===== src/design/hashed_block_tree_address_map_assert.svh =====
// ----------------------------------------------------------------------------
// Hashed block tree address map - assertion macros
// Shared concurrent assertion forms, clocked on the rising edge and held off
// while reset is asserted.
// ----------------------------------------------------------------------------
`ifndef HASHED_BLOCK_TREE_ADDRESS_MAP_ASSERT_SVH
`define HASHED_BLOCK_TREE_ADDRESS_MAP_ASSERT_SVH

// same-cycle implication
`define HBTAM_ASSERT_IMPL(label, clk, rst_n, ante, cons) \
    label: assert property (@(posedge clk) disable iff (!(rst_n)) (ante) |-> (cons)) \
        else $error("hbtam: same-cycle check failed");

// next-cycle implication
`define HBTAM_ASSERT_NEXT(label, clk, rst_n, ante, cons) \
    label: assert property (@(posedge clk) disable iff (!(rst_n)) (ante) |=> (cons)) \
        else $error("hbtam: next-cycle check failed");

`endif


===== src/design/hbtam_pkg.sv =====
// ----------------------------------------------------------------------------
// Hashed block tree address map - package
// Field widths, register indexes, level codes and inter-stage structs.
// ----------------------------------------------------------------------------
package hbtam_pkg;

    localparam int BLK_W     = 24;
    localparam int LVL_W     = 2;
    localparam int BN_W      = 26;   // internal physical block number
    localparam int HBN_W     = 25;
    localparam int OFS_W     = 37;
    localparam int HDR_W     = 32;
    localparam int APB_AW    = 3;
    localparam int APB_DW    = 32;
    localparam int S_TDATA_W = 32;
    localparam int M_TDATA_W = 104;
    localparam int M_PAD_W   = M_TDATA_W - (2 * OFS_W + HBN_W);
    localparam int S_PAD_W   = S_TDATA_W - (BLK_W + LVL_W);

    typedef enum logic [0:0] {
        REG_READ_ONLY = 1'b0,
        REG_HDR_BYTES = 1'b1
    } t_reg_idx;

    localparam logic [LVL_W-1:0] LVL_LEAF = 2'd0;
    localparam logic [LVL_W-1:0] LVL_MID  = 2'd1;

    typedef struct packed {
        logic [BLK_W-1:0] blk;
        logic [LVL_W-1:0] lvl;
    } t_req;

    typedef struct packed {
        logic [BLK_W-1:0] blk;
        logic [LVL_W-1:0] lvl;
        logic [BLK_W-1:0] q0;   // blk / H
        logic [BLK_W-1:0] q1;   // blk / H^2
        logic [BLK_W-1:0] q2;   // blk / H^3
    } t_quot;

endpackage


===== src/design/hashed_block_tree_address_map.sv =====
// ----------------------------------------------------------------------------
// Hashed block tree address map - top level
// Maps a logical block and tree level to data and hash table byte offsets.
// ----------------------------------------------------------------------------
// One lookup is accepted every clock cycle while s_axis_tready is high; its
// result passes the input register, the reciprocal-divide quotient register,
// the block number register and the offset output register. Each stage holds
// its item only while the stage after it is full and stalled, so bubbles are
// squeezed out and input beats keep flowing while a result waits until all
// four stages are full. Registers (APB, byte address 4*i): 0 read_only_layout
// (bit 0), 1 header length in bytes. Write them only while no lookup is in
// flight.
module hashed_block_tree_address_map #(
    parameter int HASHES_PER_BLOCK = 170,
    parameter int BLOCK_BYTES      = 4096
) (
    input  logic                              i_clk,
    input  logic                              i_rst_n,
    input  logic                              s_axis_tvalid,
    output logic                              s_axis_tready,
    // [23:0] block_number, [25:24] hash_level, [31:26] zero
    input  logic [hbtam_pkg::S_TDATA_W-1:0]   s_axis_tdata,
    output logic                              m_axis_tvalid,
    input  logic                              m_axis_tready,
    // [36:0] data_offset, [61:37] hash_block_number,
    // [98:62] hash_block_offset, [103:99] zero
    output logic [hbtam_pkg::M_TDATA_W-1:0]   m_axis_tdata,
    input  logic                              psel,
    input  logic                              penable,
    input  logic                              pwrite,
    input  logic [hbtam_pkg::APB_AW-1:0]      paddr,
    input  logic [hbtam_pkg::APB_DW-1:0]      pwdata,
    output logic [hbtam_pkg::APB_DW-1:0]      prdata,
    output logic                              pready
);
    import hbtam_pkg::*;

    `include "hashed_block_tree_address_map_assert.svh"

    localparam logic [OFS_W-1:0] BB_C = OFS_W'(BLOCK_BYTES);

    logic                 r_read_only;
    logic [HDR_W-1:0]     r_hdr_bytes;
    t_reg_idx             reg_idx;
    logic                 cfg_wr;

    logic                 r_v1;
    logic                 r_v2;
    logic                 r_v3;
    logic                 r_v4;
    logic                 rdy1;
    logic                 rdy2;
    logic                 rdy3;
    logic                 rdy4;
    t_req                 r_req;
    t_quot                quot;
    logic [BN_W-1:0]      map_phys;
    logic [BN_W-1:0]      map_hnum;
    logic [OFS_W-1:0]     data_ofs;
    logic [OFS_W-1:0]     hash_ofs;
    logic [M_TDATA_W-1:0] n_out;
    logic [M_TDATA_W-1:0] r_out;

    // configuration
    assign pready  = 1'b1;
    assign reg_idx = t_reg_idx'(paddr[2]);
    assign cfg_wr  = psel && penable && pwrite && pready;

    always_ff @(posedge i_clk) begin
        if (!i_rst_n) begin
            r_read_only <= 1'b0;
            r_hdr_bytes <= '0;
        end else if (cfg_wr) begin
            unique case (reg_idx)
                REG_READ_ONLY: r_read_only <= pwdata[0];
                REG_HDR_BYTES: r_hdr_bytes <= pwdata;
                default:       r_hdr_bytes <= r_hdr_bytes;
            endcase
        end
    end

    always_comb begin
        unique case (reg_idx)
            REG_READ_ONLY: prdata = APB_DW'(r_read_only);
            REG_HDR_BYTES: prdata = r_hdr_bytes;
            default:       prdata = '0;
        endcase
    end

    // stage flow control
    assign rdy4          = !r_v4 || m_axis_tready;
    assign rdy3          = !r_v3 || rdy4;
    assign rdy2          = !r_v2 || rdy3;
    assign rdy1          = !r_v1 || rdy2;
    assign s_axis_tready = rdy1;

    always_ff @(posedge i_clk) begin
        if (!i_rst_n) begin
            r_v1 <= 1'b0;
            r_v2 <= 1'b0;
            r_v3 <= 1'b0;
            r_v4 <= 1'b0;
        end else begin
            if (rdy1) begin
                r_v1 <= s_axis_tvalid;
            end
            if (rdy2) begin
                r_v2 <= r_v1;
            end
            if (rdy3) begin
                r_v3 <= r_v2;
            end
            if (rdy4) begin
                r_v4 <= r_v3;
            end
        end
    end

    always_ff @(posedge i_clk) begin
        if (rdy1 && s_axis_tvalid) begin
            r_req.blk <= s_axis_tdata[BLK_W-1:0];
            r_req.lvl <= s_axis_tdata[BLK_W +: LVL_W];
        end
    end

    hbtam_quot #(
        .HASHES_PER_BLOCK(HASHES_PER_BLOCK)
    ) u_quot (
        .i_clk  (i_clk),
        .i_en   (rdy2),
        .i_req  (r_req),
        .o_quot (quot)
    );

    hbtam_map #(
        .HASHES_PER_BLOCK(HASHES_PER_BLOCK)
    ) u_map (
        .i_clk       (i_clk),
        .i_en        (rdy3),
        .i_read_only (r_read_only),
        .i_quot      (quot),
        .o_phys      (map_phys),
        .o_hnum      (map_hnum)
    );

    // byte offsets, modulo the field width
    assign data_ofs = OFS_W'(r_hdr_bytes) + OFS_W'(map_phys) * BB_C;
    assign hash_ofs = OFS_W'(r_hdr_bytes) + OFS_W'(map_hnum) * BB_C;
    assign n_out    = {{M_PAD_W{1'b0}}, hash_ofs, map_hnum[HBN_W-1:0], data_ofs};

    always_ff @(posedge i_clk) begin
        if (rdy4) begin
            r_out <= n_out;
        end
    end

    assign m_axis_tvalid = r_v4;
    assign m_axis_tdata  = r_out;

    `HBTAM_ASSERT_IMPL(a_ready_when_empty, i_clk, i_rst_n, !r_v1, s_axis_tready)
    `HBTAM_ASSERT_NEXT(a_quot_hold, i_clk, i_rst_n, r_v2 && r_v3 && r_v4 && !m_axis_tready, r_v2)
    `HBTAM_ASSERT_IMPL(a_table_not_data, i_clk, i_rst_n, r_v3, map_phys != map_hnum)

endmodule


===== src/design/hbtam_quot.sv =====
// ----------------------------------------------------------------------------
// Hashed block tree address map - quotient stage
// Divides the block number by H, H^2 and H^3 through exact reciprocal
// multiplication and registers the quotients.
// ----------------------------------------------------------------------------
module hbtam_quot #(
    parameter int HASHES_PER_BLOCK = 170
) (
    input  logic             i_clk,
    input  logic             i_en,
    input  hbtam_pkg::t_req  i_req,
    output hbtam_pkg::t_quot o_quot
);
    import hbtam_pkg::*;

    localparam longint unsigned D0 = longint'(HASHES_PER_BLOCK);
    localparam longint unsigned D1 = D0 * D0;
    localparam longint unsigned D2 = D1 * D0;
    localparam int S0 = BLK_W + $clog2(D0);
    localparam int S1 = BLK_W + $clog2(D1);
    localparam int S2 = BLK_W + $clog2(D2);
    // ceil(2^S / D): exact quotient for every BLK_W-bit dividend
    localparam longint unsigned M0 = ((64'd1 << S0) + D0 - 64'd1) / D0;
    localparam longint unsigned M1 = ((64'd1 << S1) + D1 - 64'd1) / D1;
    localparam longint unsigned M2 = ((64'd1 << S2) + D2 - 64'd1) / D2;
    localparam int MW = BLK_W + 2;
    localparam int PW = BLK_W + MW;
    localparam logic [PW-1:0] M0_C = PW'(M0);
    localparam logic [PW-1:0] M1_C = PW'(M1);
    localparam logic [PW-1:0] M2_C = PW'(M2);

    logic [PW-1:0] p0;
    logic [PW-1:0] p1;
    logic [PW-1:0] p2;
    t_quot         n_quot;
    t_quot         r_quot;

    assign p0 = PW'(i_req.blk) * M0_C;
    assign p1 = PW'(i_req.blk) * M1_C;
    assign p2 = PW'(i_req.blk) * M2_C;

    always_comb begin
        n_quot.blk = i_req.blk;
        n_quot.lvl = i_req.lvl;
        n_quot.q0  = BLK_W'(p0 >> S0);
        n_quot.q1  = BLK_W'(p1 >> S1);
        n_quot.q2  = BLK_W'(p2 >> S2);
    end

    always_ff @(posedge i_clk) begin
        if (i_en) begin
            r_quot <= n_quot;
        end
    end

    assign o_quot = r_quot;

endmodule


===== src/design/hbtam_map.sv =====
// ----------------------------------------------------------------------------
// Hashed block tree address map - block number stage
// Builds the physical data block and the covering hash table block from the
// quotients and registers both.
// ----------------------------------------------------------------------------
module hbtam_map #(
    parameter int HASHES_PER_BLOCK = 170
) (
    input  logic                        i_clk,
    input  logic                        i_en,
    input  logic                        i_read_only,
    input  hbtam_pkg::t_quot            i_quot,
    output logic [hbtam_pkg::BN_W-1:0]  o_phys,
    output logic [hbtam_pkg::BN_W-1:0]  o_hnum
);
    import hbtam_pkg::*;

    localparam logic [BN_W-1:0] H_C  = BN_W'(HASHES_PER_BLOCK);
    localparam logic [BN_W-1:0] H1_C = BN_W'(HASHES_PER_BLOCK + 1);
    localparam logic [BN_W-1:0] H2_C = BN_W'(HASHES_PER_BLOCK * HASHES_PER_BLOCK);

    logic            sh;      // tables per group = 1 << sh
    logic [BN_W-1:0] copies;
    logic [BN_W-1:0] blk;
    logic [BN_W-1:0] q0;
    logic [BN_W-1:0] q1;
    logic [BN_W-1:0] q2;
    logic [BN_W-1:0] step0;
    logic [BN_W-1:0] step1;
    logic [BN_W-1:0] n_phys;
    logic [BN_W-1:0] n_hnum;
    logic [BN_W-1:0] r_phys;
    logic [BN_W-1:0] r_hnum;

    assign sh     = !i_read_only;
    assign copies = BN_W'(1) << sh;
    assign blk    = BN_W'(i_quot.blk);
    assign q0     = BN_W'(i_quot.q0);
    assign q1     = BN_W'(i_quot.q1);
    assign q2     = BN_W'(i_quot.q2);
    assign step0  = H_C + copies;
    assign step1  = H2_C + (H1_C << sh);

    always_comb begin
        n_phys = blk + ((q0 + BN_W'(1)) << sh);
        if (q0 != '0) begin
            n_phys = n_phys + ((q1 + BN_W'(1)) << sh);
        end
        if (q1 != '0) begin
            n_phys = n_phys + ((q2 + BN_W'(1)) << sh);
        end
    end

    always_comb begin
        priority if (i_quot.lvl == LVL_LEAF) begin
            if (q0 == '0) begin
                n_hnum = '0;
            end else begin
                n_hnum = q0 * H_C + (q0 << sh) + ((q1 + BN_W'(1)) << sh)
                       + ((q1 != '0) ? copies : '0);
            end
        end else if (i_quot.lvl == LVL_MID) begin
            if (q1 == '0) begin
                n_hnum = step0;
            end else begin
                n_hnum = q1 * H2_C + ((q1 * H1_C) << sh) + copies;
            end
        end else begin
            // top level; the unused code answers as the top level too
            n_hnum = step1;
        end
    end

    always_ff @(posedge i_clk) begin
        if (i_en) begin
            r_phys <= n_phys;
            r_hnum <= n_hnum;
        end
    end

    assign o_phys = r_phys;
    assign o_hnum = r_hnum;

endmodule

===== config.mk =====
export PLATFORM = sky130hd
export DESIGN_NAME = hashed_block_tree_address_map
export DESIGN_NICKNAME = d
export VERILOG_FILES = /design/src/design/hbtam_pkg.sv /design/src/design/hashed_block_tree_address_map.sv /design/src/design/hbtam_quot.sv /design/src/design/hbtam_map.sv
export VERILOG_INCLUDE_DIRS = /design/src /design/src/design
export SDC_FILE = /design/constraint.sdc
export NUM_CORES = 2
export LEC_CHECK = 0
export BUFFER_PORTS_ARGS = -buffer_cell sky130_fd_sc_hd__buf_2
export CAP_MARGIN = 20
export CORE_ASPECT_RATIO = 0.6
export CORE_MARGIN = 8
export CORE_UTILIZATION = 60
export DETAILED_ROUTE_END_ITERATION = 16
export GPL_TIMING_DRIVEN = 0
export PLACE_DENSITY = 0.78
export SYNTH_ARGS = -nofsm -noshare
export SYNTH_HDL_FRONTEND = slang
export SYNTH_HIERARCHICAL = 1
export SYNTH_SLANG_ARGS = --single-unit

===== constraint.sdc =====
create_clock -name i_clk -period 11.4 [get_ports i_clk]
set_clock_uncertainty 0.15 [all_clocks]
set_input_delay 1.14 -clock i_clk [delete_from_list [all_inputs] [get_ports i_clk]]
set_output_delay 1.14 -clock i_clk [all_outputs]
set_load 0.02 [all_outputs]

==> flow_summary.ini <==
[place]
port-buffer-count = 196
dp.final_hpwl_um = 135000
placedCellCount = 6903
place.gp.congestion = 1.09

[cts]
clock_insertion_delay_worst_skew_ns = 0.61
clkTransAtPathRegs_ns = 0.07
clock_sinks = 255
cts.root.buffer_cell = sky130_fd_sc_hd__clkbuf_16
tritoncts_clock_tree = built
cts_buffers = 27
clockBufferDepth = 3
htree_num_levels = 1

[worst_setup_path]
cp_max_fo = 10
startpoint_type = flop
endpoint_kind = flop
reg2reg_setup_slack_ns = 0.64
crit_path_max_incr_delay_ns = 0.87
cp.required_ns = 11.58
worstPathArrival_ns = 10.94
critical-path-slowest-cell = sky130_fd_sc_hd__clkdlybuf4s15_1
worst-setup-path-type = flop to flop

[cells_and_area]
num_antenna_cells = 0
area_growth_pct = 7.74
layout_cell_share_with_drive_strength_beyond_1_pct = 7.06
instances_no_fill = 6956
layout.nets = 7506
final_core_utilization_pct = 65.1

[route]
drt_drc_violations_left = 0
route.vias.total = 41099
first_pass_iters = 6
routed_via_density = 5.91
detail_route.wl_per_cell_um = 23.0
route.final.wire_length_um = 160000
initialDrtViolationCount = 4626
drt.antenna.violating_nets = 0

[timing]
worst_slew_pin_slew_ns = 1.33
finalSetupTns_ns = 0
fin_crit_ns = 10.76
grt_setup_unrepaired = false
maxSlewViolCount = 0
hold_ws_ns = 0.271
setup_viol = 0
final-hold-violation-count = 0
maxClockFrequency_ghz = 0.0930
maxSlewHeadroom_pct = 8.73
layout_worst_path_cycle_share_pct = 94.4

[grt]
first_global_vias = 41190
grt_overflow_total = 0
grt_max_degree = 68
first_pass_grt_wire_length_um = 245000
antenna_found_initial = 1
gr-usage-all-layers_pct = 32.8

[die]
fp.dieW_um = 394
core.rowCount = 83
design.portCount = 213
fp.dieH_um = 243
floorplan.initialDensity_pct = 60.4
floorplan.core_area_sq_um = 85300
floorplan.die_area_sq_um = 95700

[worst_hold_path]
hold_path.class = flop to flop

[synth]
syn_inst = 5503
netlist_area_sq_um = 51500
yosysWarningCount = 6
synth.avg_cell_area_sq_um = 9.35

[run]
timing.max_cap.violations = 0

[status]
status = finished clean
area by class of cell:
class                      count  area, sq um
sequential                   255         7290
fill                        6789        29800
timing repair buffer         211         1360
clock buffer                  29          683
tap                         1147         1440
clock inverter                20          299
inverter                    1217         4570
buffer                       141          781
multi-input combinational   3936        39000
critical path: cells and delay by family (launching register included):
family	cells	cell delay (ns)
XOR/XNOR	3	0.45
flip-flops	1	0.44
AO/OA/AOI/OAI	16	3.41
AND/OR/NAND/NOR	4	1.05
adder cells (fa/ha/maj)	3	0.91
buffers and inverters	8	3.76
multiplexers	1	0.28
placed cells by master, fill, tap and decap left out, types with 42 or more instances in the layout:
| cell type | count |
|---|---|
| sky130_fd_sc_hd__buf_2 | 197 |
| sky130_fd_sc_hd__nand3_1 | 78 |
| sky130_fd_sc_hd__a21boi_0 | 50 |
| sky130_fd_sc_hd__xor2_1 | 73 |
| sky130_fd_sc_hd__a21o_1 | 103 |
| sky130_fd_sc_hd__buf_4 | 61 |
| sky130_fd_sc_hd__clkbuf_1 | 64 |
| sky130_fd_sc_hd__ha_1 | 1049 |
| sky130_fd_sc_hd__a31oi_1 | 44 |
| sky130_fd_sc_hd__nor2_1 | 235 |
| sky130_fd_sc_hd__xnor2_1 | 184 |
| sky130_fd_sc_hd__and2_1 | 46 |
| sky130_fd_sc_hd__o21ai_0 | 168 |
| sky130_fd_sc_hd__nand4_1 | 46 |
| sky130_fd_sc_hd__edfxtp_1 | 218 |
| sky130_fd_sc_hd__o21a_1 | 42 |
| sky130_fd_sc_hd__a21oi_1 | 263 |
| sky130_fd_sc_hd__nor3_1 | 63 |
| sky130_fd_sc_hd__fa_1 | 594 |
| sky130_fd_sc_hd__inv_1 | 1214 |
| sky130_fd_sc_hd__nand2_1 | 314 |
| sky130_fd_sc_hd__conb_1 | 49 |
metrics by stage:
stage,worst slack (ns),instance area (sq um)
finish,0.643,55500
detailed placement,0.256,54400
global route,0.107,55500
floorplan,3.43,51700
CTS,0.189,55400
global placement,0.368,54100
final timing paths:
| kind | startpoint | endpoint | depth (start not counted) |
|---|---|---|---|
| worst min register to register | r_req[1] | u_quot/o_quot[73] | 0 |
| worst max-delay path | r_read_only | u_map/o_phys[24] | 35 |
| worst min-delay path | r_req[1] | u_quot/o_quot[73] | 0 |
| worst max register to register | r_read_only | u_map/o_phys[24] | 35 |
state kept, by name, indices dropped and copies added, names as in the netlist:
signal / flops
r_hdr_bytes: 32
r_v2: 1
r_read_only: 1
u_map/o_phys: 25
m_axis_tdata: 87
r_req: 26
r_v3: 1
u_quot/o_quot: 55
r_v1: 1
m_axis_tvalid: 1
u_map/o_hnum: 25
timing repair:
| item | CTS | global route |
|---|---|---|
| setup buffers | 0 | 0 |
| resized for setup | 0 | 16 |
| endpoints found under the setup margin | 0 | 7 |
| hold buffers | 0 | 0 |
layer usage:
layer  up-vias  wire length [um]  global-route usage (%)
met3       189             26600                    15.6
met2      2161             60300                    44.0
li1      18784                 -                       -
met1     19965             70600                    48.6
met4         0              2260                    4.57
met5         -                 0                       0
Power is left out: the tool's default activity adds up to more than one toggle a clock period on the data nets, which glitch-free logic cannot reach.
